[src/sv/rxm_pkg.sv]
`timescale 1ns / 1ps
`default_nettype none
package rxm_pkg;
    localparam int QFRAC = 24;
    localparam logic signed [31:0] QONE = 32'sd16777216;
    localparam logic signed [31:0] SMAX = 32'sh7FFFFFFF;
    localparam logic signed [31:0] SMIN = 32'sh80000000;
    localparam logic [30:0] MIN_DET_RESET = 31'd16777;

    localparam logic [1:0] ST_OK = 2'd0;
    localparam logic [1:0] ST_BAD_P = 2'd1;
    localparam logic [1:0] ST_BAD_M = 2'd2;

    typedef struct packed {
        logic [15:0] rx, ry, gx, gy, bx, by, wx, wy;
    } chroma_t;

    typedef struct packed {
        chroma_t    c;
        logic       zero_y;
    } job_t;

    // Saturate a wide signed value into Q8.24.
    function automatic logic signed [31:0] sat32(input logic signed [65:0] v);
        logic signed [31:0] r;
        begin
            if (v > 66'sh7FFFFFFF) r = SMAX;
            else if (v < -66'sh80000000) r = SMIN;
            else r = v[31:0];
            return r;
        end
    endfunction
endpackage
`default_nettype wire

[src/sv/rxm_front.sv]
`timescale 1ns / 1ps
`default_nettype none
// Accepts items, flags zero y, and pushes into a two-entry queue.
module rxm_front (
    input  wire logic             aclk,
    input  wire logic             aresetn,
    input  wire logic             in_valid,
    output logic                  in_ready,
    input  wire rxm_pkg::chroma_t in_c,
    output logic                  q_valid,
    input  wire logic             q_ready,
    output rxm_pkg::job_t         q_job
);
    import rxm_pkg::*;

    job_t       mem_reg [2];
    logic       wp_reg, rp_reg;
    logic [1:0] cnt_reg;
    logic       push, pop;
    job_t       j;

    assign j.c = in_c;
    assign j.zero_y = (in_c.ry == 16'd0) || (in_c.gy == 16'd0) ||
                      (in_c.by == 16'd0) || (in_c.wy == 16'd0);
    assign in_ready = (cnt_reg != 2'd2);
    assign push = in_valid && in_ready;
    assign q_valid = (cnt_reg != 2'd0);
    assign pop = q_valid && q_ready;
    assign q_job = mem_reg[rp_reg];

    always_ff @(posedge aclk) begin
        if (push) mem_reg[wp_reg] <= j;
        if (!aresetn) begin
            wp_reg <= 1'b0; rp_reg <= 1'b0; cnt_reg <= 2'd0;
        end else begin
            if (push) wp_reg <= ~wp_reg;
            if (pop) rp_reg <= ~rp_reg;
            cnt_reg <= cnt_reg + 2'(push) - 2'(pop);
        end
    end

    a_no_over: assert property (@(posedge aclk) disable iff (!aresetn)
        cnt_reg == 2'd2 |-> !push) else $error("queue overflow");
    a_cnt: assert property (@(posedge aclk) disable iff (!aresetn)
        push && !pop |=> cnt_reg == $past(cnt_reg) + 2'd1) else $error("count");
    a_empty: assert property (@(posedge aclk) disable iff (!aresetn)
        cnt_reg == 2'd0 |-> !q_valid) else $error("empty valid");
endmodule
`default_nettype wire

[config.mk]
export PLATFORM = sky130hd
export DESIGN_NAME = rxm_front
export DESIGN_NICKNAME = d
export VERILOG_FILES = /design/src/sv/rxm_pkg.sv /design/src/sv/rxm_front.sv
export SDC_FILE = /design/constraint.sdc
export NUM_CORES = 1
export LEC_CHECK = 0
export BUFFER_PORTS_ARGS = -buffer_cell sky130_fd_sc_hd__buf_2
export CAP_MARGIN = 15
export CORE_MARGIN = 1
export CORE_UTILIZATION = 35
export DETAILED_ROUTE_END_ITERATION = 12
export PLACE_DENSITY = 0.65
export SYNTH_ARGS = -nofsm -noshare
export SYNTH_HDL_FRONTEND = slang
export SYNTH_SLANG_ARGS = --single-unit
[constraint.sdc]
create_clock -name aclk -period 6.32 [get_ports aclk]
set_clock_uncertainty 0.2 [all_clocks]
set_input_delay 1.264 -clock aclk [delete_from_list [all_inputs] [get_ports aclk]]
set_output_delay 1.264 -clock aclk [all_outputs]
set_load 0.02 [all_outputs]
==> metrics <==
critical path class flop to primary output; Pwr Density 419 nW/µm²; initial antenna violation count 5; worst reg2reg path startpoint cnt_reg[0]; worst-path fanout max 56; min Tclk post-route 3.98 ns; R2R cell count 4; DIE HEIGHT 169 µm; Iter 0 DRT Violations 291; clk sink count 263; buffers inserted by post-CTS timing repair 0; DRT Wirelength 19.7 mm; row count 60; CTS Buf Count 29; Die Width 169 µm; Sw Share 28.4%; CTS tree done; clk buf depth 3; DPL Wire Length 13.1 mm; Setup crit end q_job[39]; critical path startpoint category flop; pin count of the biggest net entering global routing 97; number of max-cap violations 0; clock power share 33.8%; CP max stage cell dfxtp_4; DP Worst Slack 2.79 ns; post-synthesis sequential area ratio 80.8%; gr ovfl total 0; Synth cell types 21; synthesized flop and latch total 263; Max VDD drop 0.000274 V; Setup Viol. Count Final 0; Initial Utilization 35.8%; final-report hold violation count 0; Layout Nets 864; Leak Pwr 4.54 nW; vias in the first global route 5301; vias per cell 4.54; final worst slack 2.34 ns; Internal Pwr Total 3.73 mW; post-DR wirelength/cell 17.5 µm; Slew Limit Headroom 37.4%; Worst EP arrival 2.51 ns; combinational power share 22.8%; CP Capture Type primary output; total track usage 13.6%; routed vias 5114; syn_nets 581; Root Driver clkbuf_16; Synth Cell Area 9720 µm²; worst-margin pin slew 0.939 ns; share of layout cells above drive strength 1 59.6%; CP peak stage delay 0.82 ns; Cells after Synth 447; antenna viol nets, final 0; DR pass1 iterations 4; Seq pwr share 43.4%; Critical R2R Capture mem_reg[0][127]; status complete, no violations; post-cts resize count 0; H-tree depth 1; crit-path cells buf_4, mux2_2, buf_2; FMAX 252 MHz; first-pass GRT wire length 29.4 mm; CTS Hold Buffers Added 0; GP Congestion 0.794; Placeable Area 27100 µm²; Worst Path Required 4.86 ns; max FFs per register 258; pins over their slew limit 0; synth warn 0; Setup Total Neg Slack 0 ns; Final period util 62.9%; hold crit path type flop to flop; RSZ-0062 raised after global routing false; Layout area overhead 27.8%; die area 28400 µm²; Reg clk slew, reported paths 0.06 ns; drt drc 0; worst-skew pair later-pin latency 0.53 ns; Ports 263; Final Power 5.21 mW; Syn Area/Cell 21.7 µm²; r2r setup slk 3.66 ns; PortBufs 262; Switch Pwr 1.48 mW
synth_stat cells (all sizes together):
cell type  count  area [µm²]
a21bo          1        10.0
a21oi          1        5.00
and2           1        6.26
and3           1        6.26
buf           14         151
dfxtp          5         100
edfxtp       258        7750
ha             2        25.0
inv            3        11.3
mux2         129        1450
nand2          1        3.75
nand2b         1        6.26
nand3b         1        7.51
nand4          5        31.3
nor2           3        11.3
nor4          16         100
o21a           1        7.51
or2            1        6.26
xnor2          2        17.5
xor2           1        8.76
cells by family (layout without fill, tap and decap cells):
kind of cell,count (synthesis),count (layout),synth area share [%]
AO/OA/AOI/OAI,3,3,0.232
other,0,2,0
flip-flops,263,263,80.8
multiplexers,129,129,15.0
XOR/XNOR,3,3,0.270
buffers and inverters,17,322,1.67
adder cells (fa/ha/maj),2,2,0.258
AND/OR/NAND/NOR,30,30,1.84
layout make-up:
class                           instances  area (µm²)
Fill cell                            2374       14700
Timing Repair Buffer                  266        1350
Clock inverter                         22         284
Sequential cell                       263        7850
Antenna cell                            2        5.00
Clock buffer                           31         733
Inverter                                3        16.3
Tap cell                              372         465
Multi-Input combinational cell        167        1710
critical path, delay by kind of cell (launching register included):
family	cells	cell delay, ns
multiplexers	1	0.40
flip-flops	1	0.82
buffers and inverters	2	0.72
through the flow:
| step | instance area, µm² | cells | hold WS [ns] | utilization [%] |
|---|---|---|---|---|
| final | 12400 | 1126 | 0.325 | 45.8 |
| after global routing | 12400 | 1124 | 0.383 | 45.8 |
| after CTS | 12400 | 1124 | 0.325 | 45.8 |
| after detailed placement | 11400 | 1071 | 0.304 | 42.1 |
| after global placement | 11400 | 1071 | 0.302 | 42.1 |
| after floorplan | 9720 | 447 | 0.281 | - |
power groups by stage:
stage                     registers (mW)  clock network, mW  logic (mW)
after CTS                           2.27               1.81        1.21
after detailed placement            2.30                  0        1.20
after floorplan                     2.26                  0       0.891
after global routing                2.29               1.86        1.27
after global placement              2.30                  0        1.20
final                               2.26               1.76        1.18
worst min path at each step:
stage | from | to | slack, ns | cells after the start
global route | rp_reg | flop | 0.38 | 2
CTS | rp_reg | rp_reg | 0.32 | 2
finish | rp_reg | rp_reg | 0.33 | 2
floorplan | rp_reg | flop | 0.28 | 2
detailed placement | rp_reg | rp_reg | 0.30 | 2
global placement | rp_reg | rp_reg | 0.30 | 2
per-layer routing:
metal | GRT usage, % | wire, µm | up-vias
met5 | 0 | 48 | -
met4 | 5.81 | 826 | 6
met1 | 15.9 | 7850 | 2498
li1 | - | - | 2373
met2 | 23.1 | 9640 | 185
met3 | 4.09 | 1340 | 52
cells in the final DEF, fill, tap and decap left out, types with 2 or more instances in the layout:
| cell | n |
|---|---|
| edfxtp_1 | 258 |
| mux2_2 | 129 |
| clkbuf_16 | 29 |
| nand4_1 | 5 |
| dfxtp_1 | 4 |
| inv_1 | 2 |
| clkbuf_1 | 2 |
| buf_2 | 262 |
| bufinv_16 | 6 |
| clkinv_2 | 3 |
| ha_1 | 2 |
| xnor2_1 | 2 |
| diode_2 | 2 |
| inv_6 | 2 |
| nor4_1 | 16 |
| clkinv_1 | 3 |
| buf_4 | 3 |
| clkinvlp_4 | 8 |
| nor2_1 | 3 |
Power figures use the tool's default switching activity.
